## src/rtl/core/ccp_pkg.sv

```systemverilog
// Shared types and constants for the coefficient compress and pack block.
package ccp_pkg;

  // Field widths.
  localparam int COEFF_W = 14;
  localparam int WIDTH_W = 4;
  localparam int CODE_W  = 7;
  localparam int BYTE_W  = 8;
  localparam int ACC_W   = 21;
  localparam int CNT_W   = 5;

  // Divider sizing: numerator is (x << width) + q/2 with width up to 7, two quotient bits per cycle.
  localparam int NUM_W     = 22;
  localparam int DIV_STEPS = NUM_W / 2;
  localparam int STEP_W    = $clog2(DIV_STEPS);

  // Queue between front and back.
  localparam int QUEUE_DEPTH = 2;
  localparam int QPTR_W      = $clog2(QUEUE_DEPTH);
  localparam int QCNT_W      = $clog2(QUEUE_DEPTH + 1);

  // Format codes.
  localparam logic [1:0] FMT_MSG   = 2'd0;
  localparam logic [1:0] FMT_THREE = 2'd1;
  localparam logic [1:0] FMT_SEVEN = 2'd2;
  localparam logic [1:0] FMT_RAW   = 2'd3;

  // One classified coefficient waiting for the back end.
  typedef struct packed {
    logic [COEFF_W-1:0] coeff;
    logic [WIDTH_W-1:0] width;
    logic               raw;
    logic [COEFF_W-1:0] divisor;
    logic               last;
  } queue_item_t;

  // Divider request and response.
  typedef struct packed {
    logic               start;
    logic [NUM_W-1:0]   numerator;
    logic [COEFF_W-1:0] divisor;
  } div_req_t;

  typedef struct packed {
    logic              done;
    logic [CODE_W-1:0] quotient;
  } div_rsp_t;

  // One output byte with its flags.
  typedef struct packed {
    logic [BYTE_W-1:0] data;
    logic              run_last;
    logic              poly_end;
  } out_entry_t;

endpackage

```

## src/rtl/core/ccp_front.sv

```systemverilog
// Front end: configuration registers, input acceptance and classification.
module ccp_front #(
  parameter int COEFF_COUNT = 256
) (
  input  logic                       clk,
  input  logic                       rst,
  input  logic                       psel,
  input  logic                       penable,
  input  logic                       pwrite,
  input  logic [2:0]                 paddr,
  input  logic [31:0]                pwdata,
  output logic [31:0]                prdata,
  output logic                       pready,
  input  logic [ccp_pkg::COEFF_W-1:0] coefficient,
  input  logic                       in_valid,
  output logic                       in_stall,
  input  logic                       queue_full,
  output logic                       queue_push,
  output ccp_pkg::queue_item_t       queue_item
);

  localparam int IDX_W = $clog2(COEFF_COUNT);
  localparam logic REG_MODULUS = 1'b0;
  localparam logic REG_FORMAT  = 1'b1;

  logic [ccp_pkg::COEFF_W-1:0] modulus;
  logic [1:0]                  format;
  logic [IDX_W-1:0]            coeff_index;
  logic                        cfg_write;
  logic                        last;

  // Register port: always ready, one word per register.
  assign pready    = 1'b1;
  assign cfg_write = psel && penable && pwrite;

  always_ff @(posedge clk) begin
    if (rst) begin
      modulus <= ccp_pkg::COEFF_W'(3329);
      format  <= ccp_pkg::FMT_THREE;
    end else if (cfg_write) begin
      if (paddr[2] == REG_MODULUS) begin
        modulus <= pwdata[ccp_pkg::COEFF_W-1:0];
      end else begin
        format <= pwdata[1:0];
      end
    end
  end

  always_comb begin
    if (paddr[2] == REG_FORMAT) begin
      prdata = {30'd0, format};
    end else begin
      prdata = {{(32 - ccp_pkg::COEFF_W){1'b0}}, modulus};
    end
  end

  // Input transfer goes straight into the queue.
  assign in_stall   = queue_full;
  assign queue_push = in_valid && !queue_full;
  assign last       = (coeff_index == IDX_W'(COEFF_COUNT - 1));

  // Position of the next coefficient within the polynomial.
  always_ff @(posedge clk) begin
    if (rst) begin
      coeff_index <= '0;
    end else if (queue_push) begin
      if (last) begin
        coeff_index <= '0;
      end else begin
        coeff_index <= coeff_index + 1'b1;
      end
    end
  end

  // Classify the coefficient under the format in force now.
  always_comb begin
    queue_item.coeff   = coefficient;
    queue_item.last    = last;
    queue_item.divisor = (modulus == '0) ? ccp_pkg::COEFF_W'(1) : modulus;
    queue_item.raw     = 1'b0;
    case (format)
      ccp_pkg::FMT_MSG:   queue_item.width = ccp_pkg::WIDTH_W'(1);
      ccp_pkg::FMT_THREE: queue_item.width = ccp_pkg::WIDTH_W'(3);
      ccp_pkg::FMT_SEVEN: queue_item.width = ccp_pkg::WIDTH_W'(7);
      default: begin
        queue_item.width = ccp_pkg::WIDTH_W'(ccp_pkg::COEFF_W);
        queue_item.raw   = 1'b1;
      end
    endcase
  end

endmodule

```

## src/rtl/core/ccp_fifo.sv

```systemverilog
// Short queue of classified coefficients between front and back.
module ccp_fifo (
  input  logic                 clk,
  input  logic                 rst,
  input  logic                 push,
  input  ccp_pkg::queue_item_t push_item,
  output logic                 full,
  input  logic                 pop,
  output ccp_pkg::queue_item_t head,
  output logic                 empty
);

  ccp_pkg::queue_item_t              entries [ccp_pkg::QUEUE_DEPTH];
  logic [ccp_pkg::QPTR_W-1:0]        wr_ptr;
  logic [ccp_pkg::QPTR_W-1:0]        rd_ptr;
  logic [ccp_pkg::QCNT_W-1:0]        count;

  assign full  = (count == ccp_pkg::QCNT_W'(ccp_pkg::QUEUE_DEPTH));
  assign empty = (count == '0);
  assign head  = entries[rd_ptr];

  // Pointers and fill level.
  always_ff @(posedge clk) begin
    if (rst) begin
      wr_ptr <= '0;
      rd_ptr <= '0;
      count  <= '0;
    end else begin
      if (push) begin
        wr_ptr <= wr_ptr + 1'b1;
      end
      if (pop) begin
        rd_ptr <= rd_ptr + 1'b1;
      end
      if (push && !pop) begin
        count <= count + 1'b1;
      end else if (pop && !push) begin
        count <= count - 1'b1;
      end
    end
  end

  // Storage.
  always_ff @(posedge clk) begin
    if (push) begin
      entries[wr_ptr] <= push_item;
    end
  end

endmodule

```

## src/rtl/core/ccp_divider.sv

```systemverilog
// Radix-4 restoring divider giving the low quotient bits of the compression.
module ccp_divider (
  input  logic              clk,
  input  logic              rst,
  input  ccp_pkg::div_req_t req,
  output ccp_pkg::div_rsp_t rsp
);

  logic                          busy;
  logic                          done;
  logic [ccp_pkg::STEP_W-1:0]    step;
  logic [ccp_pkg::NUM_W-1:0]     num;
  logic [ccp_pkg::COEFF_W-1:0]   rem;
  logic [ccp_pkg::COEFF_W-1:0]   divisor;
  logic [ccp_pkg::CODE_W-1:0]    quo;
  logic [ccp_pkg::COEFF_W:0]     r1;
  logic [ccp_pkg::COEFF_W:0]     r1s;
  logic [ccp_pkg::COEFF_W:0]     r2;
  logic [ccp_pkg::COEFF_W:0]     r2s;
  logic                          ge1;
  logic                          ge2;

  // Two dependent shift-compare-subtract steps per cycle.
  always_comb begin
    r1  = {rem, num[ccp_pkg::NUM_W-1]};
    ge1 = (r1 >= {1'b0, divisor});
    r1s = ge1 ? (r1 - {1'b0, divisor}) : r1;
    r2  = {r1s[ccp_pkg::COEFF_W-1:0], num[ccp_pkg::NUM_W-2]};
    ge2 = (r2 >= {1'b0, divisor});
    r2s = ge2 ? (r2 - {1'b0, divisor}) : r2;
  end

  // Iteration control.
  always_ff @(posedge clk) begin
    if (rst) begin
      busy <= 1'b0;
      done <= 1'b0;
      step <= '0;
    end else begin
      done <= 1'b0;
      if (req.start) begin
        busy <= 1'b1;
        step <= '0;
      end else if (busy) begin
        step <= step + 1'b1;
        if (step == ccp_pkg::STEP_W'(ccp_pkg::DIV_STEPS - 1)) begin
          busy <= 1'b0;
          done <= 1'b1;
        end
      end
    end
  end

  // Datapath registers.
  always_ff @(posedge clk) begin
    if (req.start) begin
      num     <= req.numerator;
      divisor <= req.divisor;
      rem     <= '0;
      quo     <= '0;
    end else if (busy) begin
      num <= {num[ccp_pkg::NUM_W-3:0], 2'b00};
      rem <= r2s[ccp_pkg::COEFF_W-1:0];
      quo <= {quo[ccp_pkg::CODE_W-3:0], ge1, ge2};
    end
  end

  assign rsp.done     = done;
  assign rsp.quotient = quo;

endmodule

```

## src/rtl/core/ccp_back.sv

```systemverilog
// Back end: compression sequencing, bit packing and output byte buffer.
module ccp_back (
  input  logic                        clk,
  input  logic                        rst,
  input  logic                        queue_empty,
  input  ccp_pkg::queue_item_t        queue_head,
  output logic                        queue_pop,
  output logic [ccp_pkg::BYTE_W-1:0]  out_byte,
  output logic                        run_last,
  output logic                        poly_end,
  output logic                        out_valid,
  input  logic                        out_stall
);

  localparam logic [1:0] S_IDLE = 2'd0;
  localparam logic [1:0] S_DIV  = 2'd1;
  localparam logic [1:0] S_PACK = 2'd2;

  logic [1:0]                   state;
  ccp_pkg::queue_item_t         cur;
  logic [ccp_pkg::COEFF_W-1:0]  code;
  logic [ccp_pkg::CODE_W-1:0]   acc;
  logic [2:0]                   cnt;
  ccp_pkg::out_entry_t          pend0;
  ccp_pkg::out_entry_t          pend1;
  logic [1:0]                   pend_count;
  ccp_pkg::div_req_t            div_req;
  ccp_pkg::div_rsp_t            div_rsp;
  logic [ccp_pkg::CODE_W-1:0]   code_mask;
  logic                         pack_fire;
  logic                         xfer;
  logic [ccp_pkg::ACC_W-1:0]    acc_new;
  logic [ccp_pkg::CNT_W-1:0]    cnt_new;
  logic [1:0]                   nfull;
  logic                         extra;
  logic [1:0]                   n;
  ccp_pkg::out_entry_t          e0;
  ccp_pkg::out_entry_t          e1;

  ccp_divider u_divider (
    .clk (clk),
    .rst (rst),
    .req (div_req),
    .rsp (div_rsp)
  );

  // Take the next item and start the divider unless it is raw.
  assign queue_pop         = (state == S_IDLE) && !queue_empty;
  assign div_req.start     = queue_pop && !queue_head.raw;
  assign div_req.divisor   = queue_head.divisor;
  assign div_req.numerator = (ccp_pkg::NUM_W'(queue_head.coeff) << queue_head.width)
                           + ccp_pkg::NUM_W'(queue_head.divisor >> 1);

  assign code_mask = ccp_pkg::CODE_W'((8'd1 << cur.width) - 8'd1);
  assign pack_fire = (state == S_PACK) && (pend_count == 2'd0);

  // Sequencer.
  always_ff @(posedge clk) begin
    if (rst) begin
      state <= S_IDLE;
    end else begin
      case (state)
        S_IDLE: begin
          if (queue_pop) begin
            state <= queue_head.raw ? S_PACK : S_DIV;
          end
        end
        S_DIV: begin
          if (div_rsp.done) begin
            state <= S_PACK;
          end
        end
        S_PACK: begin
          if (pack_fire) begin
            state <= S_IDLE;
          end
        end
        default: state <= S_IDLE;
      endcase
    end
  end

  // Current item and its code.
  always_ff @(posedge clk) begin
    if (queue_pop) begin
      cur <= queue_head;
      if (queue_head.raw) begin
        code <= queue_head.coeff;
      end
    end else if ((state == S_DIV) && div_rsp.done) begin
      code <= ccp_pkg::COEFF_W'(div_rsp.quotient & code_mask);
    end
  end

  // Append the code to the pending bits and split off complete bytes.
  always_comb begin
    acc_new = ccp_pkg::ACC_W'(acc) | (ccp_pkg::ACC_W'(code) << cnt);
    cnt_new = ccp_pkg::CNT_W'(cnt) + ccp_pkg::CNT_W'(cur.width);
    if (cnt_new[4]) begin
      nfull = 2'd2;
    end else if (cnt_new[3]) begin
      nfull = 2'd1;
    end else begin
      nfull = 2'd0;
    end
    // A partial byte at the end of the polynomial goes out padded with zeros, unless two full bytes already leave.
    extra = cur.last && !cnt_new[4] && (cnt_new[2:0] != 3'd0);
    n     = nfull + {1'b0, extra};
    e0.data     = acc_new[7:0];
    e0.run_last = (n == 2'd1);
    e0.poly_end = (n == 2'd1) && cur.last;
    e1.data     = acc_new[15:8];
    e1.run_last = (n == 2'd2);
    e1.poly_end = (n == 2'd2) && cur.last;
  end

  // Pending bits carried to the next coefficient.
  always_ff @(posedge clk) begin
    if (rst) begin
      acc <= '0;
      cnt <= '0;
    end else if (pack_fire) begin
      if (cur.last) begin
        acc <= '0;
        cnt <= '0;
      end else begin
        acc <= ccp_pkg::CODE_W'(acc_new >> {nfull, 3'b000});
        cnt <= cnt_new[2:0];
      end
    end
  end

  // Output buffer: entry zero drives the port, entry one moves up on a transfer.
  assign out_valid = (pend_count != 2'd0);
  assign xfer      = out_valid && !out_stall;
  assign out_byte  = pend0.data;
  assign run_last  = pend0.run_last;
  assign poly_end  = pend0.poly_end;

  always_ff @(posedge clk) begin
    if (rst) begin
      pend_count <= 2'd0;
    end else if (pack_fire) begin
      pend_count <= n;
    end else if (xfer) begin
      pend_count <= pend_count - 2'd1;
    end
  end

  always_ff @(posedge clk) begin
    if (pack_fire) begin
      pend0 <= e0;
      pend1 <= e1;
    end else if (xfer) begin
      pend0 <= pend1;
    end
  end

`ifndef ASSERT_OFF
  a_poly_end_is_run_last: assert property (@(posedge clk) disable iff (rst)
    out_valid && poly_end |-> run_last)
    else $error("poly_end without run_last");

  a_div_done_to_pack: assert property (@(posedge clk) disable iff (rst)
    (state == S_DIV) && div_rsp.done |=> (state == S_PACK))
    else $error("divider result not taken into packing");

  a_pop_leaves_idle: assert property (@(posedge clk) disable iff (rst)
    queue_pop |=> (state != S_IDLE))
    else $error("sequencer stayed idle after taking an item");

  a_poly_end_clears: assert property (@(posedge clk) disable iff (rst)
    pack_fire && cur.last |=> (acc == '0) && (cnt == 3'd0))
    else $error("pending bits not cleared at polynomial end");
`endif

endmodule

```

## src/rtl/core/coefficient_compress_pack.sv

```systemverilog
// Top level of the coefficient compress and pack block.
// Formats 0 to 2: an item goes from the queue through the divider's 11 iterations of two quotient
// bits each and then into packing; the back end takes a new item only when the last is packed.
// Raw format: items skip the divider; their rate is set by byte output.
// Output bytes leave at one per cycle while out_stall is low; a two-entry queue decouples input from work.
// Synchronous active-high reset clears counters, pending bits and queues at once.
module coefficient_compress_pack #(
  parameter int COEFF_COUNT = 256
) (
  input  logic                        clk,
  input  logic                        rst,
  input  logic                        psel,
  input  logic                        penable,
  input  logic                        pwrite,
  input  logic [2:0]                  paddr,
  input  logic [31:0]                 pwdata,
  output logic [31:0]                 prdata,
  output logic                        pready,
  input  logic [ccp_pkg::COEFF_W-1:0] coefficient,
  input  logic                        in_valid,
  output logic                        in_stall,
  output logic [ccp_pkg::BYTE_W-1:0]  out_byte,
  output logic                        run_last,
  output logic                        poly_end,
  output logic                        out_valid,
  input  logic                        out_stall
);

  logic                 queue_full;
  logic                 queue_push;
  logic                 queue_pop;
  logic                 queue_empty;
  ccp_pkg::queue_item_t push_item;
  ccp_pkg::queue_item_t head_item;

  ccp_front #(
    .COEFF_COUNT (COEFF_COUNT)
  ) u_front (
    .clk         (clk),
    .rst         (rst),
    .psel        (psel),
    .penable     (penable),
    .pwrite      (pwrite),
    .paddr       (paddr),
    .pwdata      (pwdata),
    .prdata      (prdata),
    .pready      (pready),
    .coefficient (coefficient),
    .in_valid    (in_valid),
    .in_stall    (in_stall),
    .queue_full  (queue_full),
    .queue_push  (queue_push),
    .queue_item  (push_item)
  );

  ccp_fifo u_fifo (
    .clk       (clk),
    .rst       (rst),
    .push      (queue_push),
    .push_item (push_item),
    .full      (queue_full),
    .pop       (queue_pop),
    .head      (head_item),
    .empty     (queue_empty)
  );

  ccp_back u_back (
    .clk         (clk),
    .rst         (rst),
    .queue_empty (queue_empty),
    .queue_head  (head_item),
    .queue_pop   (queue_pop),
    .out_byte    (out_byte),
    .run_last    (run_last),
    .poly_end    (poly_end),
    .out_valid   (out_valid),
    .out_stall   (out_stall)
  );

endmodule

```

## config.mk

```make
export PLATFORM = sky130hd
export DESIGN_NAME = coefficient_compress_pack
export DESIGN_NICKNAME = d
export VERILOG_FILES = /design/src/rtl/core/ccp_pkg.sv /design/src/rtl/core/ccp_front.sv /design/src/rtl/core/ccp_fifo.sv /design/src/rtl/core/ccp_divider.sv /design/src/rtl/core/ccp_back.sv /design/src/rtl/core/coefficient_compress_pack.sv
export SDC_FILE = /design/constraint.sdc
export NUM_CORES = 1
export LEC_CHECK = 0
export ABC_AREA = 1
export CAP_MARGIN = 25
export CORE_UTILIZATION = 55
export DETAILED_ROUTE_END_ITERATION = 10
export DONT_BUFFER_PORTS = 1
export PLACE_DENSITY = 0.7
export SLEW_MARGIN = 30
export SYNTH_ARGS = -nofsm -noshare
export SYNTH_HDL_FRONTEND = slang
export SYNTH_SLANG_ARGS = --single-unit
```

## constraint.sdc

```tcl
create_clock -name clk -period 3.8 [get_ports clk]
set_input_delay 0.19 -clock clk [delete_from_list [all_inputs] [get_ports clk]]
set_output_delay 0.19 -clock clk [all_outputs]
set_load 0.005 [all_outputs]
```

==> impl_metrics.py <==
metrics = {
    "cells_and_area": {
        "diodes": 0,
        "fin_util": 0.646,
        "nets": 1680,
        "syn2layout_area_growth_pct": 15.1,
        "mostFrequentLayoutCells": "nand2_1, inv_1, edfxtp_1",
        "final_cell_area_mm2": 0.0141,
        "layout-drive-gt1-share": 0.120,
        "layout_commonest_cell": "nand2_1",
    },
    "yosys": {
        "synth_compound_area_frac": 0.126,
        "post_synth_fa_ha_maj_area_fraction": 0.0585,
        "synth_edf_count": 141,
        "synthXorXnorAreaFrac": 0.0214,
        "synth_seq_cells": 211,
        "yosys.area.top_type_share": 0.345,
        "yosys-top-cells-area": "edfxtp_1, nand2_1, dfxtp_1",
        "async_flop_share": 0,
        "avgSynthCellArea_um2": 8.04,
        "yosysSeqAreaShare": 0.459,
        "synth_top_family_by_area": "simple AND/OR/NAND/NOR gates",
        "synthCells": 1528,
        "synth_top_area_cell": "edfxtp_1",
        "ys_warn_count": 0,
        "syn_area_mm2": 0.0123,
        "yosys.area_share.simple": 0.242,
        "synth_mux_area_frac": 0.00489,
        "synth_flop_cell": "edfxtp_1",
        "synth_cell_types": 52,
    },
    "critical_path": {
        "r2r_slack_ps": 120,
        "worstPathRequired_ps": 4180,
        "critPathCapture": "u_back.u_divider.rem[9]",
        "arrival_ps": 4060,
        "start_kind": "register",
        "r2r_start": "u_back.u_divider.divisor[3]",
        "rr_worst_depth": 22,
        "path_class": "register to register",
        "critPathMaxFanout": 6,
        "reg2reg_to": "u_back.u_divider.rem[9]",
        "cp-end-kind": "register",
        "cp-startpoint": "u_back.u_divider.divisor[3]",
    },
    "power": {
        "p_sw_frac": 0.446,
        "p_leak_uw": 0.00607,
        "pwr-share-seq": 0.266,
        "intPower_uw": 7480,
        "vdd_drop_max_mv": 0.447,
        "clockPowerShare": 0.174,
        "p_comb_frac": 0.560,
        "p_switching_uw": 6020,
        "powerDensity_mw_per_mm2": 955,
    },
    "sta": {
        "final_max_slew_viol_count": 0,
        "clock.fmax_mhz": 272,
        "fin_crit_sh": 0.968,
        "skew_ps": 22.5,
        "fin_ws_ps": 121,
        "hold_viol": 0,
        "finalSetupViolCount": 0,
        "slew_headroom": 0.429,
        "layout_min_cycle_time_ps": 3680,
        "worst_pin_slew_ps": 851,
        "rsz0062_at_grt": "yes",
    },
    "grt": {
        "grt_pass1_vias": 9322,
        "grt_max_degree": 37,
        "globalRouteTotalUtil": 0.249,
        "antenna_found_initial": 0,
        "grt-ovfl-total": 0,
        "grt_pass1_wl_um": 45300,
    },
    "place": {
        "post-place-ws_ps": -16.4,
        "hpwl_um": 19800,
        "gp_congestion": 0.921,
        "io_buffers": 0,
        "dpl_cell_area_mm2": 0.0125,
    },
    "job": {
        "drv_cap": 0,
    },
    "drt": {
        "routed_via_density": 5.42,
        "dr.pass1.iters": 5,
        "ant_nets": 0,
        "num_vias": 10121,
        "drc": 0,
        "totalWireLength_um": 28300,
        "drtIter0Drc": 729,
        "routedWlPerCell_um": 15.2,
    },
    "clocking": {
        "cts_tree": "yes",
        "tritoncts.num_buffers": 23,
        "clkLatencyLatePin_ps": 520,
        "clk_pin_slew_worst_paths_ps": 70,
        "cts.path.max_buffers": 3,
        "h-tree-depth": 1,
        "cts_num_sinks": 211,
        "cts-root-buf": "clkbuf_16",
    },
    "outcome": {
        "outcome": "finished, final reports clean",
    },
    "floorplanning": {
        "die_y_um": 151,
        "die_x_um": 151,
        "num_rows": 54,
        "fp.coreArea_mm2": 0.0219,
        "start_util": 0.561,
        "die_area_mm2": 0.0229,
        "io_pins": 101,
    },
    "hold_path": {
        "hold_path_class": "primary input to register",
    },
}
critical path, cell delays in order, from the launching register on:
cell and delay (ps):
edfxtp_1 330, inv_1 70, ha_1 360, nand2_1 110
nor2_2 190, nand4_1 190, nand3_4 170, buf_12 140
buf_4 140, nand2_1 60, o21ai_0 110, inv_1 130
ha_4 310, nand4_1 150, nor3_2 270, a21o_1 190
nor2_4 60, nand4_1 120, buf_6 150, clkbuf_16 140
nor2_1 40, nor2_1 100, nor2_1 40
stage by stage:
step	instances	total power [uW]	setup TNS (ps)	hold slack, ps
6_report	1866	13500	0	62.5
2_1_floorplan	1545	8690	0	289
3_5_place_dp	1777	10400	-52.0	268
4_1_cts	1855	12800	0	40.3
5_1_grt	1866	14600	-568	103
3_3_place_gp	1777	10300	0	267
routing by layer:
metal  part of all wire  vias up  track usage
met5                  0        -            0
met4              0.016        0       0.0570
met3              0.048       42       0.0298
met2               0.49      274        0.434
met1               0.45     4650        0.330
li1                   -     5155            -
registers in the layout (all words and copies together) (netlist names), 4 cells and up, named ones only:
signal / count
u_back.acc: 7
u_back.code: 14
u_back.cur: 5
u_back.out_byte: 8
u_back.pend1: 10
u_back.u_divider.divisor: 14
u_back.u_divider.num: 22
u_back.u_divider.quo: 7
u_back.u_divider.rem: 14
u_back.u_divider.step: 4
u_fifo.entries: 66
u_front.coeff_index: 8
u_front.modulus: 14
Yosys cell counts, types with 10 or more instances:
library cell,number
a21oi_1,89
a31oi_1,10
buf_4,22
clkbuf_1,45
dfxtp_1,70
edfxtp_1,141
ha_1,51
inv_1,152
nand2_1,395
nand2_2,25
nand3_1,99
nand4_1,15
nor2_1,120
nor3_1,19
o21ai_0,121
xnor2_1,12
xor2_1,18
cell type report:
cell class	count	area, um2
repair buffers	80	767
clock inverters	15	191
well taps	280	350
clock buffers	27	611
fillers	1807	7760
multi-input cells	1088	5960
flip-flops and latches	211	5640
inverters	165	619
power by group through the flow:
stage               registers [uW]  clock network (uW)  logic, uW
CTS                           3570                2390       6890
floorplan                     3510                   0       5180
finish                        3590                2350       7560
global placement              3600                   0       6720
global route                  3670                2480       8450
detailed placement            3610                   0       6790
worst min-delay path by stage:
stage | startpoint | to | slack, ps | depth (start not counted)
floorplan | coefficient[0] | u_fifo.entries[0][20] | 290 | 0
CTS | paddr[2] | u_front.modulus[1] | 40 | 3
finish | in_valid | u_front.coeff_index[0] | 60 | 4
global placement | rst | u_back.state[0] | 270 | 1
global route | out_stall | u_back.pend_count[1] | 100 | 4
detailed placement | rst | u_back.pend_count[0] | 270 | 1
timing repair:
item,4_1_cts,5_1_grt
setup buffers,0,8
cloned,0,3
endpoints found under the hold margin,61,0
pin swaps,0,14
resized for setup,2,69
endpoints found under the setup margin,11,17
hold buffers,36,0
kinds of logic after synthesis:
group / count (synthesis)
XOR/XNOR: 30
flip-flops: 211
other: 2
multiplexers: 6
adder cells (fa/ha/maj): 55
AO/OA/AOI/OAI: 279
AND/OR/NAND/NOR: 699
buffers and inverters: 246
No activity file was read; power rests on OpenSTA's default activity.
